**config.mk**
```make
export PLATFORM = sky130hd
export DESIGN_NAME = hse_back_flat
export DESIGN_NICKNAME = d
export VERILOG_FILES = /design/src/design/hse_pkg.sv /design/src/design/hse_if.sv /design/src/design/hse_back.sv /design/src/flat_wrapper.sv
export SDC_FILE = /design/constraint.sdc
export NUM_CORES = 1
export LEC_CHECK = 0
export ABC_AREA = 1
export BUFFER_PORTS_ARGS = -buffer_cell sky130_fd_sc_hd__buf_4
export CORE_ASPECT_RATIO = 0.8
export CORE_UTILIZATION = 31
export DETAILED_ROUTE_END_ITERATION = 10
export MAX_ROUTING_LAYER = met4
export SLEW_MARGIN = 20
export SYNTH_ARGS = -nofsm -noshare
export SYNTH_HDL_FRONTEND = slang
export SYNTH_SLANG_ARGS = --single-unit
```
**constraint.sdc**
```tcl
create_clock -name i_clk -period 1.6 [get_ports i_clk]
set_clock_uncertainty 0.15 [all_clocks]
set_input_delay 0.08 -clock i_clk [delete_from_list [all_inputs] [get_ports i_clk]]
set_output_delay 0.08 -clock i_clk [all_outputs]
set_load 0.05 [all_outputs]
```
**src/design/hse_pkg.sv**
```systemverilog
// Shared constants, codes and types of the Huffman stream encoder.
package hse_pkg;

    localparam int MAX_CODE_LEN = 32;
    localparam int SYMBOLS      = 257;
    localparam int END_SYMBOL   = 256;

    localparam int ACT_W  = 2;
    localparam int SYM_W  = 9;
    localparam int BITS_W = 32;
    localparam int LEN_W  = 6;
    localparam int BYTE_W = 8;

    localparam int TBL_IDX_W = $clog2(SYMBOLS);
    localparam int ELEN_W    = $clog2(MAX_CODE_LEN + 1);
    localparam int WORK_W    = MAX_CODE_LEN + BYTE_W;
    localparam int NB_W      = $clog2(WORK_W);

    localparam int QPTR_W = 2;
    localparam int QDEPTH = 2 ** QPTR_W;
    localparam int QCNT_W = QPTR_W + 1;

    typedef enum logic [ACT_W-1:0] {
        ACT_LOAD   = 2'd0,
        ACT_ENCODE = 2'd1,
        ACT_FINISH = 2'd2
    } t_action;

    typedef struct packed {
        logic [MAX_CODE_LEN-1:0] code;
        logic [ELEN_W-1:0]       len;
    } t_entry;

    // code is left-aligned: first bit in the top position
    typedef struct packed {
        logic [MAX_CODE_LEN-1:0] code;
        logic [ELEN_W-1:0]       len;
        logic                    fin;
    } t_job;

endpackage

```
**src/design/hse_if.sv**
```systemverilog


interface hse_out_if import hse_pkg::*; ();
    logic              valid;
    logic              ready;
    logic [BYTE_W-1:0] out_byte;
    logic              last;
    logic              stream_end;

    modport source (output valid, out_byte, last, stream_end, input ready);
    modport sink   (input valid, out_byte, last, stream_end, output ready);
endinterface

```
**src/design/hse_back.sv**
```systemverilog
// Bit packer: merges codes into the accumulator and drains whole bytes, padding the last one on a finish.
module hse_back import hse_pkg::*; (
    input  logic     i_clk,
    input  logic     i_rst_n,
    input  logic     i_job_valid,
    input  t_job     i_job,
    output logic     o_pop,
    hse_out_if.source o_res
);

    logic [WORK_W-1:0] r_work;
    logic [NB_W-1:0]   r_nbits;
    logic              r_fin;
    logic [WORK_W-1:0] n_work;
    logic [NB_W-1:0]   n_nbits;
    logic              n_fin;

    logic              w_out_valid;
    logic              w_out_take;
    logic [WORK_W-1:0] w_code_al;

    // a byte is ready when 8 bits are pending, or any bits on a finish (padded)
    assign w_out_valid = (r_nbits >= NB_W'(BYTE_W)) || (r_fin && (r_nbits != '0));
    assign w_out_take  = w_out_valid && o_res.ready;
    assign o_pop       = i_job_valid && !w_out_valid;

    assign w_code_al = {i_job.code, BYTE_W'(0)} >> r_nbits[2:0];

    always_comb begin
        n_work  = r_work;
        n_nbits = r_nbits;
        n_fin   = r_fin;
        if (o_pop) begin
            n_work  = r_work | w_code_al;
            n_nbits = r_nbits + NB_W'(i_job.len);
            n_fin   = i_job.fin;
        end else if (w_out_take) begin
            n_work = r_work << BYTE_W;
            if (r_nbits >= NB_W'(BYTE_W)) begin
                n_nbits = r_nbits - NB_W'(BYTE_W);
            end else begin
                n_nbits = '0;
            end
        end
    end

    always_ff @(posedge i_clk) begin
        if (!i_rst_n) begin
            r_work  <= '0;
            r_nbits <= '0;
            r_fin   <= 1'b0;
        end else begin
            r_work  <= n_work;
            r_nbits <= n_nbits;
            r_fin   <= n_fin;
        end
    end

    assign o_res.valid      = w_out_valid;
    assign o_res.out_byte   = r_work[WORK_W-1 -: BYTE_W];
    assign o_res.last       = r_fin ? (r_nbits <= NB_W'(BYTE_W))
                                    : (r_nbits < NB_W'(2 * BYTE_W));
    assign o_res.stream_end = r_fin && (r_nbits <= NB_W'(BYTE_W));

    a_nbits_bound: assert property (@(posedge i_clk) disable iff (!i_rst_n)
        int'(r_nbits) <= MAX_CODE_LEN + BYTE_W - 1)
        else $error("accumulator bit count out of range");

    a_run_continues: assert property (@(posedge i_clk) disable iff (!i_rst_n)
        (o_res.valid && o_res.ready && !o_res.last) |=> o_res.valid)
        else $error("byte run ended without last");

    a_stream_flushed: assert property (@(posedge i_clk) disable iff (!i_rst_n)
        (o_res.valid && o_res.ready && o_res.stream_end) |=> (r_nbits == '0))
        else $error("bits left after stream end");

endmodule

```
**src/flat_wrapper.sv**
```systemverilog
// flat-port wrapper written by rule: the top's interface ports become plain ports
module hse_back_flat import hse_pkg::*;
  (i_clk, i_rst_n, i_job_valid, i_job, o_pop, o_res_valid, o_res_out_byte, o_res_last, o_res_stream_end, o_res_ready);
  hse_out_if o_res_i ();
  input  logic i_clk;
  input  logic i_rst_n;
  input  logic i_job_valid;
  input  t_job i_job;
  output logic o_pop;
  output wire logic [$bits(o_res_i.valid)-1:0] o_res_valid;
  output wire logic [$bits(o_res_i.out_byte)-1:0] o_res_out_byte;
  output wire logic [$bits(o_res_i.last)-1:0] o_res_last;
  output wire logic [$bits(o_res_i.stream_end)-1:0] o_res_stream_end;
  input wire logic [$bits(o_res_i.ready)-1:0] o_res_ready;
  assign o_res_valid = o_res_i.valid;
  assign o_res_out_byte = o_res_i.out_byte;
  assign o_res_last = o_res_i.last;
  assign o_res_stream_end = o_res_i.stream_end;
  assign o_res_i.ready = o_res_ready;
  hse_back u_core (.i_clk(i_clk), .i_rst_n(i_rst_n), .i_job_valid(i_job_valid), .i_job(i_job), .o_pop(o_pop), .o_res(o_res_i));
endmodule
```
Yosys cells after proc, flatten, opt, wreduce, memory -nomap -nowiden
Cells that the tools add are included.

storage, ports and cells
  register bits = 47
  input bits = 43
  output and inout port bits = 12
  word-level logic and storage cells = 24

operators by class
  $add $sub $neg = 2
  magnitude comparators = 3
  shifts and indexed selects = 1
  mux-type cells = 6
  bitwise gates (word level) = 1
  reductions and logical operators = 8

operators by type and width
  operator                                                                             count
  40-bit 2-to-1 mux                                                                    2
  40-bit OR                                                                            1
  40-bit by 3-bit >> shifter with 40-bit output                                        1
  6-bit 2-to-1 mux                                                                     3
  6-bit adder                                                                          1
  6-bit by 4-bit greater-or-equal comparator with 1-bit output, second input constant  1
  6-bit by 4-bit less-or-equal comparator with 1-bit output, second input constant     1
  6-bit by 5-bit less-than comparator with 1-bit output, second input constant         1
  6-bit nonzero test                                                                   1
  6-bit by 4-bit subtractor with 6-bit output, second input constant                   1
  1-bit logical AND                                                                    4
  2-bit nonzero test                                                                   1
  1-bit zero test                                                                      1
  1-bit logical OR                                                                     1
  1-bit 2-to-1 mux                                                                     1

Logic depth before layout (Yosys ltp)
Gate-level depths: netlist of the first run.

  word-level depth = 6
  depth in mapped cells = 11
  mapped depth without buffers = 10

Worst setup path after synthesis of the first run
No wires, ideal clock.

  path type = flip-flop to output port
  start point = register u_core.r_nbits[4]
  end point = output port o_res_last
  data arrival time = 1.595 ns
  slack = -0.225 ns
  stages on the path, launching flop included = 4
  buffers on the path = 0
  cells stage by stage = dfxtp_1 > inv_1 > nand2_1 > o21ai_0

between the ends
  cells in the longest elaborated chain, start to end = 2
  elaborated cells on any way between the ends = 3
  classes of those cells = order compare (2); mux (1)

RTL lines
  what                                                                                                                                RTL line                        RTL
  start: declaration                                                                                                                  hse_back.sv:12                  logic [NB_W-1:0] r_nbits;
  start signal: assignment                                                                                                            hse_back.sv:54                  r_nbits <= n_nbits;
  6-bit by 5-bit less-than comparator with 1-bit output or 6-bit by 4-bit less-or-equal comparator with 1-bit output (tied branches)  hse_back.sv:62, hse_back.sv:61
  1-bit 2-to-1 mux (*)                                                                                                                hse_back.sv:61                  assign o_res.last = r_fin ? (r_nbits <= NB_W'(BYTE_W))
  end: declaration                                                                                                                    flat_wrapper.sv:12              output wire logic [$bits(o_res_i.last)-1:0] o_res_last;

Mark *: on every way between the ends. The rest lies on a longest branch, timed or not.

Worst setup path after layout of the first run
  start point = register u_core.r_nbits[3]
  end point = output port o_pop

between the ends
  cells in the longest elaborated chain, start to end = 5
  elaborated cells on any way between the ends = 6
  classes of those cells = order compare (1); reduce/logical (5)

RTL lines
  what                                                                                                                  RTL line           RTL
  parallel branches: the longest is 2 deep, another holds 6-bit by 4-bit greater-or-equal comparator with 1-bit output  n/a
  1-bit logical OR (*)                                                                                                  hse_back.sv:23     assign w_out_valid = (r_nbits >= NB_W'(BYTE_W)) || (r_fin && (r_nbits != '0));
  1-bit zero test (*)                                                                                                   hse_back.sv:25     assign o_pop = i_job_valid && !w_out_valid;
  1-bit logical AND (*)                                                                                                 hse_back.sv:25
  end: declaration                                                                                                      flat_wrapper.sv:9  output logic o_pop;

Every way passes the cells marked *.

==> qor.csv, run 1 <==
metric;value;unit
status;finished with violations;
failing checks;negative setup slack;
residual DRC count;0;
layout cell share with drive strength beyond 1;0.374;
setup violators final;44;
total power;10500;µW
crit path DAT;1.49;ns
Crit Path Class;reg2out;
met1 usage;0.218;
antenna-violating nets left;0;
core area;10500;µm²
Max VDD drop;1.51;mV
Synth Area in Compound Gates;0.155;
root buf cell;clkbuf_16;
initial antenna violation count;0;
unrepaired setup endpoints after global routing;yes;
yosys warns;0;
Required @ worst endpoint;1.37;ns
via count;3880;
Synth-to-Final Area Change;50.3;%
Initial Util;0.326;
Vert. Die Dim;95.9;µm
Synth area leader;dfxtp_1;
Mapped Area;3410;µm²
Synth top area share;0.270;
post-route setup slack;-0.118;ns
initial DRC count;216;
main combinational cell family by area after synthesis;simple AND/OR/NAND/NOR gates;
cell internal pwr;5440;µW
top area cells in the synthesized netlist;dfxtp_1 (27%), nand2_1 (19%), nand3_1 (13%);
# port buffers;54;
most common cell after layout, fill and taps aside;nand2_1;
Worst-Skew Late Latency;0.29;ns
global route hottest layer;met2;
Final Cycle Share;1.07;
clk sinks;46;
CTS tree;yes;
synthesized flop and latch total;46;
grt met2 use;0.328;
Die Wd;119;µm
power share of the combinational group;0.715;
Synth Area in Adders;0.0315;
placement-stage cell area;4140;µm²
CP Max Fanout;3;
Worst R2R Setup Slack;-0.09;ns
Relative slew margins;0.703;
post-synthesis xor/xnor area fraction;0.00770;
final cell count without fillers;782;
H-tree depth;2;
first drt pass iteration count;4;
sequential share of the synthesized area;0.270;
pin count of the biggest net entering global routing;44;
met3 usage;0.0302;
placed insts;758;
syn nets;619;
ant diodes;0;
Leak;0.00227;µW
row cnt;33;
post-route design area;5130;µm²
nets;692;
Synth Area per Inst;6.01;µm²
clk buf depth;2;
Final GP Congestion;0.779;
vias in the first global route;3608;
CP endpoint kind;output port;
Clk pin slew, worst setup/hold paths;0.06;ns
power per cell area;2040;nW/µm²
Ports;55;
final hold slack;0.0658;ns
Hold Path Class;in2reg;
Synth Instances;568;
Final min period;1.72;ns
CP Launch Type;register;
switching power;5040;µW
mux contribution to synthesized area;0;
die area;11400;µm²
switch share;0.481;
final slew viol count;0;
mean number of vias per cell;4.96;
# fillers;1074;
f_max;0.582;GHz
part of the power in the clock network;0.103;
Seq pwr share;0.182;
most frequent cells in the layout;nand2_1 (166), buf_4 (80), nand3_1 (78);
Routed wire per std cell;13.0;µm
Fin. Hold Viols;0;
Final HPWL DP;6800;µm
Overflow after GRT;0;
Num CTS Buffers;5;
Worst Tran Pin Value;0.446;ns
Distinct cells, synth;30;
max-cap viol count;0;
first-pass GRT wire length;16500;µm
simple-gate share of the synthesized area;0.439;
Detailed Route WL;10200;µm
GRT Overall Usage;0.185;
==> cell usage after synthesis (all sizes together) <==
library cell / n
a21oi: 45
xnor2: 2
nand2: 180
dfxtp: 46
ha: 7
fa: 1
nor2: 56
nand3b: 1
xor2: 1
inv: 20
or2: 13
buf: 26
clkbuf: 18
nand4: 4
o21ai: 58
o211ai: 2
nand3: 88
==> power by group through the flow <==
| stage | clock [µW] | combinational, µW | sequential, µW |
|---|---|---|---|
| finish | 1080 | 7490 | 1900 |
| global route | 1150 | 8210 | 1950 |
| CTS | 1110 | 6800 | 1860 |
| detailed placement | 0 | 5590 | 1760 |
| global placement | 0 | 5570 | 1750 |
| floorplan | 0 | 4090 | 1690 |
==> critical path, stage by stage (launching register included) <==
cell and delay, ns:
dfxtp_2 0.34, buf_4 0.16, nor2_4 0.14, nand3_4 0.12
nor2_8 0.19, buf_12 0.13, buf_12 0.12
==> cells by family (layout without fill, tap and decap cells) <==
logic type	Yosys count	after routing
AND/OR/NAND/NOR	342	343
AO/OA/AOI/OAI	105	105
buffers and inverters	64	137
flip-flops	46	46
adder cells (fa/ha/maj)	8	8
XOR/XNOR	3	3
==> per-layer routing <==
layer | vias up | wire, µm | part of all wire
met5 | - | 0 | 0
li1 | 2012 | - | -
met3 | 13 | 345 | 0.034
met4 | 0 | 176 | 0.017
met1 | 1787 | 4800 | 0.47
met2 | 68 | 4860 | 0.48
==> final timing paths <==
| kind | start | to | depth (start not counted) |
|---|---|---|---|
| min reg2reg | u_core.r_work[23] | u_core.r_work[23] | 2 |
| min | i_job[38] | u_core.r_work[39] | 5 |
| max reg2reg | u_core.r_nbits[3] | u_core.r_work[14] | 9 |
| max | u_core.r_nbits[3] | o_pop | 6 |
==> registers in the layout, summed over array words and instances, names as in the netlist <==
register        flops
u_core.r_fin        1
u_core.r_nbits      6
u_core.r_work      39
==> cell type report <==
cell class | count | area (µm²) | area share
flip-flops and latches | 46 | 933 | 0.182
clock buffers | 6 | 139 | 0.0271
multi-input cells | 459 | 2680 | 0.523
inverters | 20 | 95.1 | 0.0185
clock inverters | 2 | 12.5 | 0.00244
well taps | 140 | 175 | 0.0341
repair buffers | 109 | 1090 | 0.213
==> per-stage QoR <==
stage	worst slack, ns	setup TNS (ns)	utilization
2_1_floorplan	-0.113	-2.20	-
5_1_grt	-0.189	-6.86	0.489
6_report	-0.118	-2.53	0.489
4_1_cts	-0.112	-2.18	0.462
3_3_place_gp	-0.113	-0.997	0.395
3_5_place_dp	-0.118	-2.02	0.395
==> what timing repair did <==
item	CTS	global route
pin swaps	24	16
gates cloned	3	2
setup endpoints to repair	48	50
hold buffers	1	0
resized for setup	122	71
setup buffers	8	2
endpoints found under the hold margin	1	0
Note: power is estimated with default switching activity, not from simulation.
==> run 2: changes to the inputs <==
--- a/config.mk
+++ b/config.mk
@@ -11,6 +11,7 @@
 export CORE_UTILIZATION = 31
 export DETAILED_ROUTE_END_ITERATION = 10
 export MAX_ROUTING_LAYER = met4
+export PLACE_DENSITY = 0.61
 export SLEW_MARGIN = 20
 export SYNTH_ARGS = -nofsm -noshare
 export SYNTH_HDL_FRONTEND = slang
==> run 2 against run 1 <==
Effect of this change:
- the run still ends with negative setup slack left
- combinational power is 16% lower
- clock-buffer cell count is the same
- die area is the same
- largest power group unchanged
==> qor.csv, run 2 (synthesized netlist as in run 1, its figures left out) <==
metric;value;unit
crit path DAT;1.47;ns
die area;11400;µm²
power per cell area;1980;nW/µm²
initial antenna violation count;0;
Clk pin slew, worst setup/hold paths;0.06;ns
Leak;0.00212;µW
core area;10500;µm²
Worst path top cell family by delay;simple AND/OR/NAND/NOR gates;
Final Cycle Share;1.06;
Fin. Hold Viols;0;
Die Wd;119;µm
ant diodes;0;
failing checks;negative setup slack;
Core Util, Final;0.448;
final slew viol count;0;
vias in the first global route;3554;
Overflow after GRT;0;
Worst-Skew Late Latency;0.29;ns
f_max;0.587;GHz
# fillers;1129;
CP Max Fanout;4;
most frequent cells in the layout;nand2_1 (160), nand3_1 (79), buf_4 (78);
status;finished with violations;
root buf cell;clkbuf_16;
Final GP Congestion;0.800;
most common cell after layout, fill and taps aside;nand2_1;
Detailed Route WL;9580;µm
Routed wire per std cell;12.5;µm
Ports;55;
Synth-to-Final Area Change;37.6;%
layout cell share with drive strength beyond 1;0.310;
max-cap viol count;0;
Hold Path Class;in2reg;
Relative slew margins;0.742;
Largest regs;u_core.r_work x39, u_core.r_nbits x6, u_core.r_fin x1;
unrepaired setup endpoints after global routing;yes;
mean number of vias per cell;4.90;
Max VDD drop;1.33;mV
Worst Tran Pin Value;0.387;ns
CP endpoint kind;output port;
final cell count without fillers;766;
first drt pass iteration count;5;
placed insts;749;
most flop-heavy register;u_core.r_work;
Required @ worst endpoint;1.37;ns
crit path buf inv count;3;
via count;3756;
# port buffers;54;
clk buf depth;2;
Num CTS Buffers;5;
first-pass GRT wire length;15900;µm
Cell Chain, Critical Path;inv_4, nand3_4, nand2_4, nand3_4, nor2_8, buf_12, buf_12;
Crit Path Class;reg2out;
row cnt;33;
GRT Overall Usage;0.176;
CTS tree;yes;
setup violators final;25;
CP Launch Type;register;
Final min period;1.70;ns
Final HPWL DP;6890;µm
Initial Util;0.326;
initial DRC count;183;
clk sinks;46;
pin count of the biggest net entering global routing;42;
crit-path max cell delay;0.38;ns
post-route setup slack;-0.102;ns
nets;677;
Largest register FFs;39;
antenna-violating nets left;0;
Vert. Die Dim;95.9;µm
residual DRC count;0;
Worst path slowest cell;dfxtp_4;
H-tree depth;2;
run 2: cell count changes in the layout (fill, tap and decap cells not counted), sizes merged:
cell | before | now
buf | 106 | 92
clkinv | 1 | 0
clkinvlp | 1 | 0
bufbuf | 1 | 0
bufinv | 0 | 1
run 2: final timing paths:
path                startpoint           endpoint  slack, ns  cells after the start
max reg2reg  u_core.r_nbits[0]  u_core.r_work[22]      -0.07                     10
max          u_core.r_nbits[0]              o_pop      -0.10                      7
min reg2reg  u_core.r_work[23]  u_core.r_work[23]       0.32                      2
min                    i_rst_n  u_core.r_work[29]       0.05                      3
run 2: final cells by class:
type,instances,area [µm²],share of cell area
Clock buffer,6,139,0.0296
Clock inverter,1,30.0,0.00639
Inverter,20,87.6,0.0186
Multi-Input combinational cell,459,2490,0.531
Sequential cell,46,938,0.200
Tap cell,140,175,0.0373
Timing Repair Buffer,94,835,0.178
run 2: timing repair:
item	CTS	global route
hold buffers	1	0
setup endpoints to repair	46	50
buffers inserted	7	2
endpoints found under the hold margin	1	0
cloned	0	2
pin swaps	10	20
gates resized for setup	56	58
run 2: through the flow:
stage               setup slack [ns]  cell area [µm²]  hold slack, ns  setup TNS (ns)  power (µW)
global route                  -0.161             4700          0.0782           -3.98       10100
global placement              -0.102             4050           0.209          -0.489        7090
detailed placement            -0.127             4050           0.227           -1.94        7150
CTS                          -0.0756             4490          0.0377          -0.738        8860
floorplan                     -0.113             3460          0.0684           -2.20        5790
finish                        -0.102             4700          0.0495          -0.968        9320
run 2: power breakdown:
part	leakage (µW)	switching, µW	total [µW]	internal, µW
combinational	0.00166	3760	6290	2530
clock	0.0000829	437	1210	771
sequential	0.000382	290	1820	1530
run 2: per-layer routing:
metal | share of wire | GRT usage
met1 | 0.47 | 0.209
met2 | 0.49 | 0.315
met3 | 0.031 | 0.0296
met4 | 0.0059 | 0.0354
met5 | 0 | -
run 2: worst register-to-register path: cells and delay by family, from the launching register on:
family | cells | cell delay, ns
flip-flops | 1 | 0.38
AND/OR/NAND/NOR | 6 | 0.58
buffers and inverters | 3 | 0.34
AO/OA/AOI/OAI | 1 | 0.12
