## src/design/hse_pkg.sv

```systemverilog
// Shared constants, codes and types of the Huffman stream encoder.
package hse_pkg;

    localparam int MAX_CODE_LEN = 32;
    localparam int SYMBOLS      = 257;
    localparam int END_SYMBOL   = 256;

    localparam int ACT_W  = 2;
    localparam int SYM_W  = 9;
    localparam int BITS_W = 32;
    localparam int LEN_W  = 6;
    localparam int BYTE_W = 8;

    localparam int TBL_IDX_W = $clog2(SYMBOLS);
    localparam int ELEN_W    = $clog2(MAX_CODE_LEN + 1);
    localparam int WORK_W    = MAX_CODE_LEN + BYTE_W;
    localparam int NB_W      = $clog2(WORK_W);

    localparam int QPTR_W = 2;
    localparam int QDEPTH = 2 ** QPTR_W;
    localparam int QCNT_W = QPTR_W + 1;

    typedef enum logic [ACT_W-1:0] {
        ACT_LOAD   = 2'd0,
        ACT_ENCODE = 2'd1,
        ACT_FINISH = 2'd2
    } t_action;

    typedef struct packed {
        logic [MAX_CODE_LEN-1:0] code;
        logic [ELEN_W-1:0]       len;
    } t_entry;

    // code is left-aligned: first bit in the top position
    typedef struct packed {
        logic [MAX_CODE_LEN-1:0] code;
        logic [ELEN_W-1:0]       len;
        logic                    fin;
    } t_job;

endpackage

```

## src/design/hse_queue.sv

```systemverilog
// Short job queue between lookup front end and bit packer.
module hse_queue import hse_pkg::*; (
    input  logic              i_clk,
    input  logic              i_rst_n,
    input  logic              i_push,
    input  t_job              i_job,
    input  logic              i_pop,
    output logic              o_valid,
    output t_job              o_job,
    output logic [QCNT_W-1:0] o_cnt
);

    t_job              r_q [QDEPTH];
    logic [QPTR_W-1:0] r_wr_ptr;
    logic [QPTR_W-1:0] r_rd_ptr;
    logic [QCNT_W-1:0] r_cnt;

    assign o_valid = (r_cnt != '0);
    assign o_job   = r_q[r_rd_ptr];
    assign o_cnt   = r_cnt;

    always_ff @(posedge i_clk) begin
        if (i_push) begin
            r_q[r_wr_ptr] <= i_job;
        end
    end

    always_ff @(posedge i_clk) begin
        if (!i_rst_n) begin
            r_wr_ptr <= '0;
            r_rd_ptr <= '0;
            r_cnt    <= '0;
        end else begin
            if (i_push) begin
                r_wr_ptr <= r_wr_ptr + 1'b1;
            end
            if (i_pop) begin
                r_rd_ptr <= r_rd_ptr + 1'b1;
            end
            case ({i_push, i_pop})
                2'b10:   r_cnt <= r_cnt + 1'b1;
                2'b01:   r_cnt <= r_cnt - 1'b1;
                default: r_cnt <= r_cnt;
            endcase
        end
    end

    a_no_overflow: assert property (@(posedge i_clk) disable iff (!i_rst_n)
        i_push |-> (r_cnt < QCNT_W'(QDEPTH)) || i_pop)
        else $error("job queue overflow");

    a_no_underflow: assert property (@(posedge i_clk) disable iff (!i_rst_n)
        i_pop |-> (r_cnt != '0))
        else $error("job queue underflow");

endmodule

```

## config.mk

```make
export PLATFORM = sky130hd
export DESIGN_NAME = hse_queue
export DESIGN_NICKNAME = d
export VERILOG_FILES = /design/src/design/hse_pkg.sv /design/src/design/hse_queue.sv
export SDC_FILE = /design/constraint.sdc
export NUM_CORES = 1
export LEC_CHECK = 0
export BUFFER_PORTS_ARGS = -buffer_cell sky130_fd_sc_hd__buf_2
export CAP_MARGIN = 20
export CORE_MARGIN = 5
export CORE_UTILIZATION = 51
export DETAILED_ROUTE_END_ITERATION = 7
export PLACE_DENSITY = 0.74
export SETUP_SLACK_MARGIN = 0.05
export SLEW_MARGIN = 0
export SYNTH_ARGS = -nofsm -noshare
export SYNTH_HDL_FRONTEND = slang
export SYNTH_SLANG_ARGS = --single-unit
```

## constraint.sdc

```tcl
create_clock -name i_clk -period 1.8 [get_ports i_clk]
set_clock_uncertainty 0.05 [all_clocks]
set_input_delay 0.36 -clock i_clk [delete_from_list [all_inputs] [get_ports i_clk]]
set_output_delay 0.36 -clock i_clk [all_outputs]
set_load 0.03 [all_outputs]
```

## Yosys cells after proc, flatten, opt, wreduce, memory -nomap -nowiden

Memory sizes are Yosys's and may differ from the RTL's. A register that Yosys moved wholly into a read port is not among the register bits.
Index checks and enable logic that the tools add are counted.

| word-level totals | value |
|---|---|
| flip-flop bits (word level) | 7 |
| memory bits (writable) | 156 |
| input bits | 43 |
| output and inout port bits | 43 |
| word-level logic and storage cells | 17 |
| memories | 1 |

Memories:

| memory | depth | bits a word | rd ports | clocked after Yosys merged registers in | wr ports | line | text |
|---|---|---|---|---|---|---|---|
| r_q | 4 | 39 | 1 | 1 | 1 | hse_queue.sv:13 | `t_job r_q [QDEPTH];` |

| operators by class | value |
|---|---|
| add/sub/neg operators | 4 |
| eq/ne operators | 2 |
| muxes and demuxes | 5 |
| reductions and logical operators | 2 |

Operator list:

| operator | number |
|---|---|
| one-hot mux 3 bit (2 select lines) | 1 |
| adder 2 x 1 -> 2 bit (second input constant) | 2 |
| 2-to-1 mux 2 bit | 2 |
| adder 3 x 1 -> 3 bit (second input constant) | 1 |
| nonzero test 3 bit | 1 |
| subtractor 3 x 1 -> 3 bit (second input constant) | 1 |
| equality test 2 x 1 -> 1 bit (second input constant) | 1 |
| equality test 2 bit (second input constant) | 1 |
| 2-to-1 mux 1 bit | 2 |
| nonzero test 2 bit | 1 |

## Logic depth before layout (Yosys ltp)

Gate-level depths: netlist (run 1).

| logic depth | value |
|---|---|
| word-level depth | 3 |
| depth in mapped cells | 6 |
| mapped depth without buffers | 6 |

## Worst setup path after synthesis (run 1)

No wires, ideal clock.

| timing | value |
|---|---|
| path kind | reg-to-reg |
| from | register r_wr_ptr[0] |
| to | memory r_q[2][0] (netlist name), enable pin |
| library setup time | 0.400 ns |
| data arrival time | 1.487 ns |
| data required time | 1.350 ns |
| slack | -0.137 ns |
| cell stages (with the launch flop) | 4 |
| buffers on the path | 0 |
| clock period less this slack | 1.937 ns |
| path through | dfxtp_1 -> inv_1 -> ha_1 -> and2_1 |

RTL lines:

| element | line | text |
|---|---|---|
| start, declared | hse_queue.sv:14 | `logic [QPTR_W-1:0] r_wr_ptr;` |
| start signal, assigned | hse_queue.sv:35 | `r_wr_ptr <= r_wr_ptr + 1'b1;` |
| end, declared | hse_queue.sv:13 |  |

Straight into the memory's write port.

==> results of run 1 <==
-- power by group through the flow --
stage	Sequential (W)	Clock [W]	Combinational, W
floorplan	0.00454	0	0.000728
global placement	0.00453	0	0.00111
detailed placement	0.00454	0	0.00113
CTS	0.00447	0.00320	0.00133
global route	0.00448	0.00337	0.00141
finish	0.00447	0.00311	0.00134
-- registers in the layout (all words and copies together), names as in the netlist, named ones only --
register  flops
r_rd_ptr      2
o_cnt         3
r_q         156
r_wr_ptr      2
-- cell usage after synthesis --
cell type                  number
sky130_fd_sc_hd__a21boi_0       1
sky130_fd_sc_hd__fa_1           1
sky130_fd_sc_hd__mux4_2        39
sky130_fd_sc_hd__o21ai_0        1
sky130_fd_sc_hd__nand2_1        1
sky130_fd_sc_hd__clkbuf_1       2
sky130_fd_sc_hd__and2_1         9
sky130_fd_sc_hd__xor2_1         2
sky130_fd_sc_hd__inv_1          3
sky130_fd_sc_hd__dfxtp_1        9
sky130_fd_sc_hd__or3_1          2
sky130_fd_sc_hd__buf_2          2
sky130_fd_sc_hd__buf_6          2
sky130_fd_sc_hd__nor2b_1        2
sky130_fd_sc_hd__xnor2_1        3
sky130_fd_sc_hd__ha_1           5
sky130_fd_sc_hd__mux2i_1        2
sky130_fd_sc_hd__buf_4          2
sky130_fd_sc_hd__edfxtp_1     156
-- layer usage --
layer  global-route usage, %  wire [um]  vias up
li1                        -          -     1256
met1                    19.6       4300     1419
met2                    25.8       5560       87
met3                    6.73        730       11
met4                    5.43         95        0
met5                       0          0        -
-- worst max path at each step --
stage	startpoint	end	slack, ns
global placement	i_push	o_cnt[2]	0.04
finish	flip-flop	o_job[11]	-0.33
detailed placement	i_push	o_cnt[2]	-0.06
CTS	flip-flop	o_job[33]	-0.38
floorplan	flip-flop	o_job[15]	0.08
global route	flip-flop	o_job[9]	-0.39
-- metrics by stage --
step           total power (W)  utilization [%]  instances  setup TNS, ns
2_1_floorplan          0.00527                -        244              0
3_3_place_gp           0.00564             59.4        481              0
3_5_place_dp           0.00568             59.4        481        -0.0577
4_1_cts                0.00899             65.9        510         -12.62
5_1_grt                0.00926             66.3        512         -13.82
6_report               0.00892             66.3        512         -11.23
-- cell usage in the layout (no fill, tap or decap), drive strengths merged, types with 3 or more instances in the layout --
cell,netlist,routed
edfxtp,156,156
buf,6,103
mux4,39,39
clkbuf,2,23
and2,9,9
dfxtp,9,9
ha,5,5
clkinv,0,5
inv,3,3
xnor2,3,3
-- final cells by class --
type                    instances  area, um2  share of cell area, %
flip-flops and latches        165       4870                   63.8
well taps                     143        179                   2.34
clock inverters                 7       60.1                  0.786
inverters                       3       11.3                  0.147
repair buffers                104        936                   12.3
clock buffers                  22        444                   5.82
multi-input cells              68       1130                   14.8
-- repair_timing --
item	in CTS	in global routing
hold buffers	0	0
gates resized for setup	80	4
gates cloned	0	1
setup endpoints to repair	40	40
buffers inserted	0	1
-- logic make-up after synthesis --
family | after synthesis | synth area share, %
compound gates | 2 | 0.207
xor+xnor | 5 | 0.724
mux | 41 | 14.8
buf+inv | 11 | 1.10
fa+ha+maj | 6 | 1.36
simple gates | 14 | 1.41
flops | 165 | 80.4
==> implementation parameters, run 1 <==
Parameter                              Value

Status
  Result of the run    complete, but fails checks
  Failing checks    negative setup slack

Power and ir drop
  Switching power total    between 0.002 and 0.0025 W
  Internal Power    0.00689 W
  Static Leak    2.65 nW
  Combinational group share of total power    15.0%
  Clock share of power    a little over a third
  Power Dens Cells    1170 nW/um2
  Sequential share of power    between 50% and 60%
  Sw Ratio    22.8%
  Maximum VDD drop    slightly below 0.0008 V

Synth
  Post-synthesis average cell area    24.8 um2
  Combined area of all synthesized cells    6050 um2
  Post-Syn Nets    293
  Sequential area share after synthesis    80.4%
  Number of instances in the synthesized netlist    244
  Number of different library cells in the post-synthesis netlist    19
  Yosys reg bits    165
  Most area-hungry cell type in the Yosys netlist    sky130_fd_sc_hd__edfxtp_1
  Synth area leaders    sky130_fd_sc_hd__edfxtp_1, sky130_fd_sc_hd__mux4_2, sky130_fd_sc_hd__dfxtp_1
  Yosys warning total    0
  Yosys top cell area share    77.4%

Cells and area
  Filler cell count in the final layout    743
  Diode count    0
  Post-layout instance area    ~7600 um2
  Share of post-route cells with drive strength above 1    47.2%
  Net count of the finished layout    408
  Area Overhead vs Synth    26.2%

Routing
  Routed WL per cell    20.9 um
  Final wirelength    10,700 um
  Number of nets still failing antenna checks after routing    0
  First-pass iteration count of the detailed router    4
  Remaining design rule violation count    0
  Detailed Route Iter0 Violations    116
  Vias per std cell    between 5 and 6
  Total vias in the final route    2,773

Setup path
  Endpoint of the worst register-to-register path    o_cnt[2]
  Max Fanout on Critical Path    13
  Worst setup path class    reg -> out
  Cell chain of the critical path    buf_12 > mux4_2 > buf_6
  Worst path bufs/invs    2
  Critical path endpoint category    primary output
  Crit. path cell count    3
  Maximum cell stage delay along the critical path    0.55 ns
  Family of cells with the greatest summed delay on the critical path    multiplexers
  Register-to-register setup slack    ~0.18 ns
  Worst path required time    1.39 ns
  Launch instance of the worst register-to-register path    o_cnt[1]
  Critical-path top delay cell    sky130_fd_sc_hd__mux4_2
  Logic depth of the worst register-to-register path    5
  Startpoint type of the worst setup path    flip-flop
  Data arrival time of the worst path    around 1.7 ns

Place
  Worst slack, placed    -0.0577 ns
  Weighted congestion at the end of routability-driven global placement    0.735
  Number of I/O port buffers    85
  HPWL after DPL    roughly 6900 um
  Area post-placement    6840 um2

STA
  Final-report max-slew violation count    0
  Measured slew at the worst slew-check pin    0.277 ns
  Time the final worst path needs with I/O delays and setup    2.13 ns
  Unrepaired setup endpoints after global routing    true
  Final-report setup violation count    39
  Post-layout worst setup margin    -0.327 ns
  Peak Freq    470 MHz
  Relative slew slack    81.5%
  Worst hold slack    0.107 ns
  Final period utilization    118%
  Hold violation count in the final report    0

Global route
  Remaining global-route overflow    0
  Wire length of the first global-routing pass    16,500 um
  Vias in the first global route    between 3,000 and 4,000
  Largest net degree at the start of global routing    26
  Number of antenna violations at the first check in global routing    0
  GRT Overall Usage    15.9%

Clock tree
  TritonCTS Buffers    17
  TritonCTS clock tree    built
  Sink count of the clock tree    165
  Clock slew seen by the registers of the worst setup and hold paths    around 0.06 ns
  H-tree lvl count    4
  Cell chosen for the clock root    sky130_fd_sc_hd__clkbuf_16
  Buffers from clock root to sink, at most    2
  Worst skew pair latency    a little over 0.4 ns

Min path
  Worst min-delay path startpoint    i_job[37]
  End point of the worst hold path    r_q[1][37]
  Min-Delay Path Class    in -> reg
  Hold Path Depth    1

Floorplanning
  Number of placement rows    39
  Placeable Area    11,500 um2
  Die Area    14,100 um2
  Count of pins on the block boundary    86
  Initial Util    52.6%
  Die width    119 um
  Height of the chip    approximately 120 um

Run
  Number of max-cap violations    0
Note: power is estimated with default switching activity, not from simulation.
==> run 2: changes to the inputs <==
--- a/config.mk
+++ b/config.mk
@@ -11,6 +11,7 @@
 export CORE_UTILIZATION = 51
 export DETAILED_ROUTE_END_ITERATION = 7
 export PLACE_DENSITY = 0.74
+export REMOVE_ABC_BUFFERS = 1
 export SETUP_SLACK_MARGIN = 0.05
 export SLEW_MARGIN = 0
 export SYNTH_ARGS = -nofsm -noshare
==> run 2 against run 1 <==
  * The flow still finishes with violations (negative setup slack)
  * Worst setup slack worse by 0.0034 ns
  * Routed wire length down 1.9%
  * First-iteration DRC count up 96%
  * Global-route usage about the same
  * Worst hold slack better by 0.0036 ns
==> implementation parameters, run 2 (synthesized netlist as in run 1, its figures left out) <==
Parameter                              Value

Global route
  GRT Overall Usage    16.0%
  Remaining global-route overflow    0
  Largest net degree at the start of global routing    29
  Vias in the first global route    3,045
  Number of antenna violations at the first check in global routing    1
  Wire length of the first global-routing pass    roughly 17,000 um

Floorplanning
  Die width    119 um
  Height of the chip    119 um
  Count of pins on the block boundary    86
  Die Area    14,100 um2
  Initial Util    52.6%
  Placeable Area    roughly 12,000 um2
  Number of placement rows    39

Clock tree
  Cell chosen for the clock root    sky130_fd_sc_hd__clkbuf_16
  TritonCTS clock tree    built
  Buffers from clock root to sink, at most    2
  Clock slew seen by the registers of the worst setup and hold paths    0.06 ns
  Post-CTS Hold Fix Bufs    0
  H-tree lvl count    4
  TritonCTS Buffers    17
  Sink count of the clock tree    around 170
  Worst skew pair latency    0.41 ns

Cells and area
  FF/Latch Area    4870 um2
  Leading cell types in the layout, fill and taps excluded    sky130_fd_sc_hd__edfxtp_1, sky130_fd_sc_hd__buf_2, sky130_fd_sc_hd__mux4_2, sky130_fd_sc_hd__buf_6, sky130_fd_sc_hd__clkbuf_16
  Area Overhead vs Synth    26.1%
  Share of post-route cells with drive strength above 1    48.5%
  Filler cell count in the final layout    750
  Diode count    0
  Area of the multi-input gates    1130 um2
  Register with the most flip-flops    r_q
  Most common cell after layout, fill and taps aside    sky130_fd_sc_hd__edfxtp_1
  Net count of the finished layout    405
  Max FFs per register    156

STA
  Final-report max-slew violation count    0
  Unrepaired setup endpoints after global routing    true
  Sum of negative setup slack    -11.05 ns
  Measured slew at the worst slew-check pin    between 0.2 and 0.3 ns
  Final period utilization    118%
  Relative slew slack    82.0%
  Worst hold slack    0.111 ns
  Time the final worst path needs with I/O delays and setup    2.13 ns
  Peak Freq    469 MHz
  Post-layout worst setup margin    -0.330 ns
  Final-report setup violation count    39
  Hold violation count in the final report    0

Routing
  Routed WL per cell    20.5 um
  Number of nets still failing antenna checks after routing    0
  Total vias in the final route    2,800
  Detailed Route Iter0 Violations    227
  Remaining design rule violation count    0
  Final wirelength    10,500 um
  First-pass iteration count of the detailed router    4
  Vias per std cell    5.47

Setup path
  Launch instance of the worst register-to-register path    o_cnt[0]
  Cell chain of the critical path    buf_12 > mux4_2 > buf_6
  Critical-path top delay cell    sky130_fd_sc_hd__mux4_2
  Critical path endpoint category    primary output
  Maximum cell stage delay along the critical path    roughly 0.56 ns
  Worst setup path class    reg -> out
  Data arrival time of the worst path    1.72 ns
  Logic depth of the worst register-to-register path    4
  Startpoint type of the worst setup path    flip-flop
  Worst path required time    1.39 ns
  Max Fanout on Critical Path    17

Place
  Worst slack, placed    -0.0815 ns
  Number of I/O port buffers    85
  Weighted congestion at the end of routability-driven global placement    0.677
  HPWL after DPL    6580 um

Power and ir drop
  Power Dens Cells    1230 nW/um2
  Static Leak    2.65 nW
  Maximum VDD drop    slightly below 0.0006 V

Status
  Result of the run    complete, but fails checks
  Failing checks    negative setup slack

Min path
  Worst min-delay path startpoint    i_job[35]
  Min-Delay Path Class    in -> reg
  Hold Path Depth    1

Run
  Number of max-cap violations    0
## run 2: layout make-up
type                            count  share of cell area, %
Timing Repair Buffer              101                   11.0
Multi-Input combinational cell     68                   14.8
Sequential cell                   165                   63.8
Inverter                            3                  0.147
Tap cell                          143                   2.34
Clock inverter                     14                   2.34
Clock buffer                       18                   5.62
## run 2: worst max-delay path, delay by kind of cell (launching register included)
kind | cells | cell delay (ns)
buffers and inverters | 2 | 0.36
DFF | 1 | 0.38
muxes | 1 | 0.56
## run 2: path summary, 6_finish.rpt
kind / end / slack, ns
max: o_job[33] / -0.33
min: r_q[0][35] / 0.11
max reg2reg: o_cnt[2] / 0.25
min reg2reg: o_cnt[2] / 0.50
## run 2: power by group
group	internal [W]	leakage (nW)	switching [W]	total, W
Clock	0.00220	0.292	0.00144	0.00364
Combinational	0.000568	0.852	0.000699	0.00127
Sequential	0.00440	1.51	0.0000600	0.00446
## run 2: per-stage QoR
step           util (%)  power [W]  std cells  area [um2]
6_report           66.3    0.00937        512        7630
3_3_place_gp       59.2    0.00564        480        6820
5_1_grt            66.3    0.00972        512        7630
4_1_cts            66.2    0.00945        512        7630
2_1_floorplan         -    0.00526        236        6000
3_5_place_dp       59.2    0.00567        480        6820
## run 2: metal layers
metal	wire [um]	vias up	GRT usage, %
li1	-	1250	-
met3	576	9	5.92
met4	96	2	5.65
met2	5330	84	25.5
met1	4460	1455	20.3
met5	13	-	0
## run 2: timing repair
action                     in CTS  in global routing
resized for setup              63                  5
gates cloned                    0                  0
buffers inserted                0                  0
setup endpoints to repair      39                 40
==> run 3: changes to the inputs <==
--- a/config.mk
+++ b/config.mk
@@ -5,12 +5,13 @@
 export SDC_FILE = /design/constraint.sdc
 export NUM_CORES = 1
 export LEC_CHECK = 0
-export BUFFER_PORTS_ARGS = -buffer_cell sky130_fd_sc_hd__buf_2
+export ABC_CLOCK_PERIOD_IN_PS = 1800
 export CAP_MARGIN = 20
 export CORE_MARGIN = 5
-export CORE_UTILIZATION = 51
+export CORE_UTILIZATION = 56
 export DETAILED_ROUTE_END_ITERATION = 7
-export PLACE_DENSITY = 0.74
+export DONT_BUFFER_PORTS = 1
+export PLACE_DENSITY = 0.73
 export REMOVE_ABC_BUFFERS = 1
 export SETUP_SLACK_MARGIN = 0.05
 export SLEW_MARGIN = 0
==> run 3 against run 2 <==
  * The flow still finishes with violations (negative setup slack)
  * Largest cell class unchanged
  * Combinational power shrank 18%
  * Critical endpoint is now o_job[5]
  * First-iteration DRC count shrank 42%
  * Final cell count shrank 9.4%
  * Register-to-register slack lost 0.08 ns
  * Worst setup slack lost 0.015 ns
  * Clock power shrank 11%
  * Count of clock-buffer cells in the layout grew 2
  * Die area shrank 8.2%
  * Sequential share of layout area grew 2.5 points
  * Routed wire length shrank 4.0%
  * Power shrank 6.6%
==> implementation parameters, run 3 (synthesized netlist as in run 1, its figures left out) <==
Parameter                              Value

Routing
  Number of nets still failing antenna checks after routing    0
  Routed WL per cell    21.7 um
  Remaining design rule violation count    0
  First-pass iteration count of the detailed router    4
  Vias per std cell    5.52
  Final wirelength    10,100 um
  Detailed Route Iter0 Violations    131
  Total vias in the final route    2,561

Setup path
  Critical path endpoint category    primary output
  Worst path bufs/invs    1
  Startpoint type of the worst setup path    flip-flop
  Data arrival time of the worst path    around 1.7 ns
  Worst path required time    roughly 1.4 ns
  Critical-path top delay cell    sky130_fd_sc_hd__mux4_2
  Worst setup path class    reg -> out
  Maximum cell stage delay along the critical path    ~0.64 ns
  Register-to-register setup slack    0.17 ns
  Family of cells with the greatest summed delay on the critical path    multiplexers
  Max Fanout on Critical Path    15
  Cell chain of the critical path    buf_12 > mux4_2

Clock tree
  Sink count of the clock tree    165
  TritonCTS clock tree    built
  Clock slew seen by the registers of the worst setup and hold paths    0.06 ns
  TritonCTS Buffers    17
  Buffers from clock root to sink, at most    2
  Worst skew pair latency    between 0.5 and 0.6 ns
  Cell chosen for the clock root    sky130_fd_sc_hd__clkbuf_8
  H-tree lvl count    4

Global route
  Wire length of the first global-routing pass    between 15,000 and 20,000 um
  Number of antenna violations at the first check in global routing    0
  Vias in the first global route    2,866
  GRT Overall Usage    about 17%
  Largest net degree at the start of global routing    27
  Remaining global-route overflow    0

Min path
  Min-Delay Path Class    in -> reg

STA
  Unrepaired setup endpoints after global routing    true
  Hold violation count in the final report    0
  Final-report setup violation count    40
  Peak Freq    466 MHz
  Measured slew at the worst slew-check pin    0.385 ns
  Time the final worst path needs with I/O delays and setup    2.14 ns
  Relative slew slack    74.3%
  Final period utilization    119%
  Sum of negative setup slack    -12.62 ns
  Post-layout worst setup margin    -0.345 ns
  Final-report max-slew violation count    0

Power and ir drop
  Maximum VDD drop    0.000804 V
  Power Dens Cells    roughly 1200 nW/um2
  Design Power    0.00875 W
  Static Leak    approximately 2.4 nW

Floorplanning
  Die Area    approximately 13,000 um2
  Height of the chip    114 um
  Placeable Area    10,700 um2
  Initial Util    56.6%
  Count of pins on the block boundary    86
  Die width    about 110 um
  Number of placement rows    38

Cells and area
  Leading cell types in the layout, fill and taps excluded    sky130_fd_sc_hd__edfxtp_1, sky130_fd_sc_hd__dlygate4sd3_1, sky130_fd_sc_hd__mux4_2, sky130_fd_sc_hd__clkbuf_16, sky130_fd_sc_hd__buf_4
  Net count of the finished layout    362
  Area Overhead vs Synth    21.4%
  Max FFs per register    156
  Most common cell after layout, fill and taps aside    sky130_fd_sc_hd__edfxtp_1
  Diode count    0
  Register with the most flip-flops    r_q
  Share of post-route cells with drive strength above 1    28.1%

Place
  Weighted congestion at the end of routability-driven global placement    between 0.6 and 0.7
  Number of I/O port buffers    0
  HPWL after DPL    approximately 5900 um
  Worst slack, placed    0.0430 ns

Status
  Result of the run    complete, but fails checks
  Failing checks    negative setup slack

Run
  Number of max-cap violations    0
==> run 3: cell types whose count changed in the layout (fill, tap and decap cells not counted), moves of 2 or more <==
cell,delta
sky130_fd_sc_hd__buf_2,-53
sky130_fd_sc_hd__buf_6,-31
sky130_fd_sc_hd__clkinv_4,-4
sky130_fd_sc_hd__dlygate4sd3_1,+41
sky130_fd_sc_hd__clkbuf_1,+2
==> run 3: worst paths after layout <==
| check | to | cells past startpoint | startpoint |
|---|---|---|---|
| min | r_wr_ptr[0] | 2 | i_push |
| max reg2reg | o_cnt[2] | 5 | o_cnt[0] |
| max | o_job[5] | 2 | flip-flop |
| min reg2reg | flip-flop | 2 | r_rd_ptr[1] |
==> run 3: repair_timing <==
item	CTS	global route
endpoints found under the setup margin	40	40
cloned	0	0
gates resized for setup	6	0
pin swaps	1	1
hold endpoints to repair	165	0
hold buffers	41	0
setup buffers	1	1
==> run 3: through the flow <==
stage	std cells	cell area [um2]	hold WS (ns)	util, %
3_3_place_gp	391	6370	0.409	59.5
6_report	464	7350	0.0280	68.7
2_1_floorplan	236	6000	0.409	-
3_5_place_dp	391	6370	0.409	59.5
5_1_grt	464	7350	0.00621	68.7
4_1_cts	463	7340	0.000899	68.6
==> run 3: routing by layer <==
layer	routed length, um	vias up	part of all wire (%)	global-route usage (%)
met4	58	0	0.58	5.70
li1	-	1160	-	-
met5	0	-	0	0
met2	5190	81	52	27.6
met3	694	6	6.9	5.73
met1	4120	1314	41	21.6
==> run 3: cell type report <==
type,count,area [um2]
Sequential cell,165,4870
Inverter,3,11.3
Clock buffer,20,425
Tap cell,140,175
Fill cell,687,3350
Multi-Input combinational cell,68,1130
Clock inverter,10,110
Timing Repair Buffer,58,621
==> run 3: power by group <==
| part | switching (W) | leakage (nW) | total, W | internal [W] |
|---|---|---|---|---|
| clock network | 0.00131 | 0.254 | 0.00325 | 0.00194 |
| logic | 0.000645 | 0.620 | 0.00104 | 0.000395 |
| registers | 0.0000609 | 1.51 | 0.00446 | 0.00440 |
| total | 0.00201 | 2.38 | 0.00875 | 0.00674 |
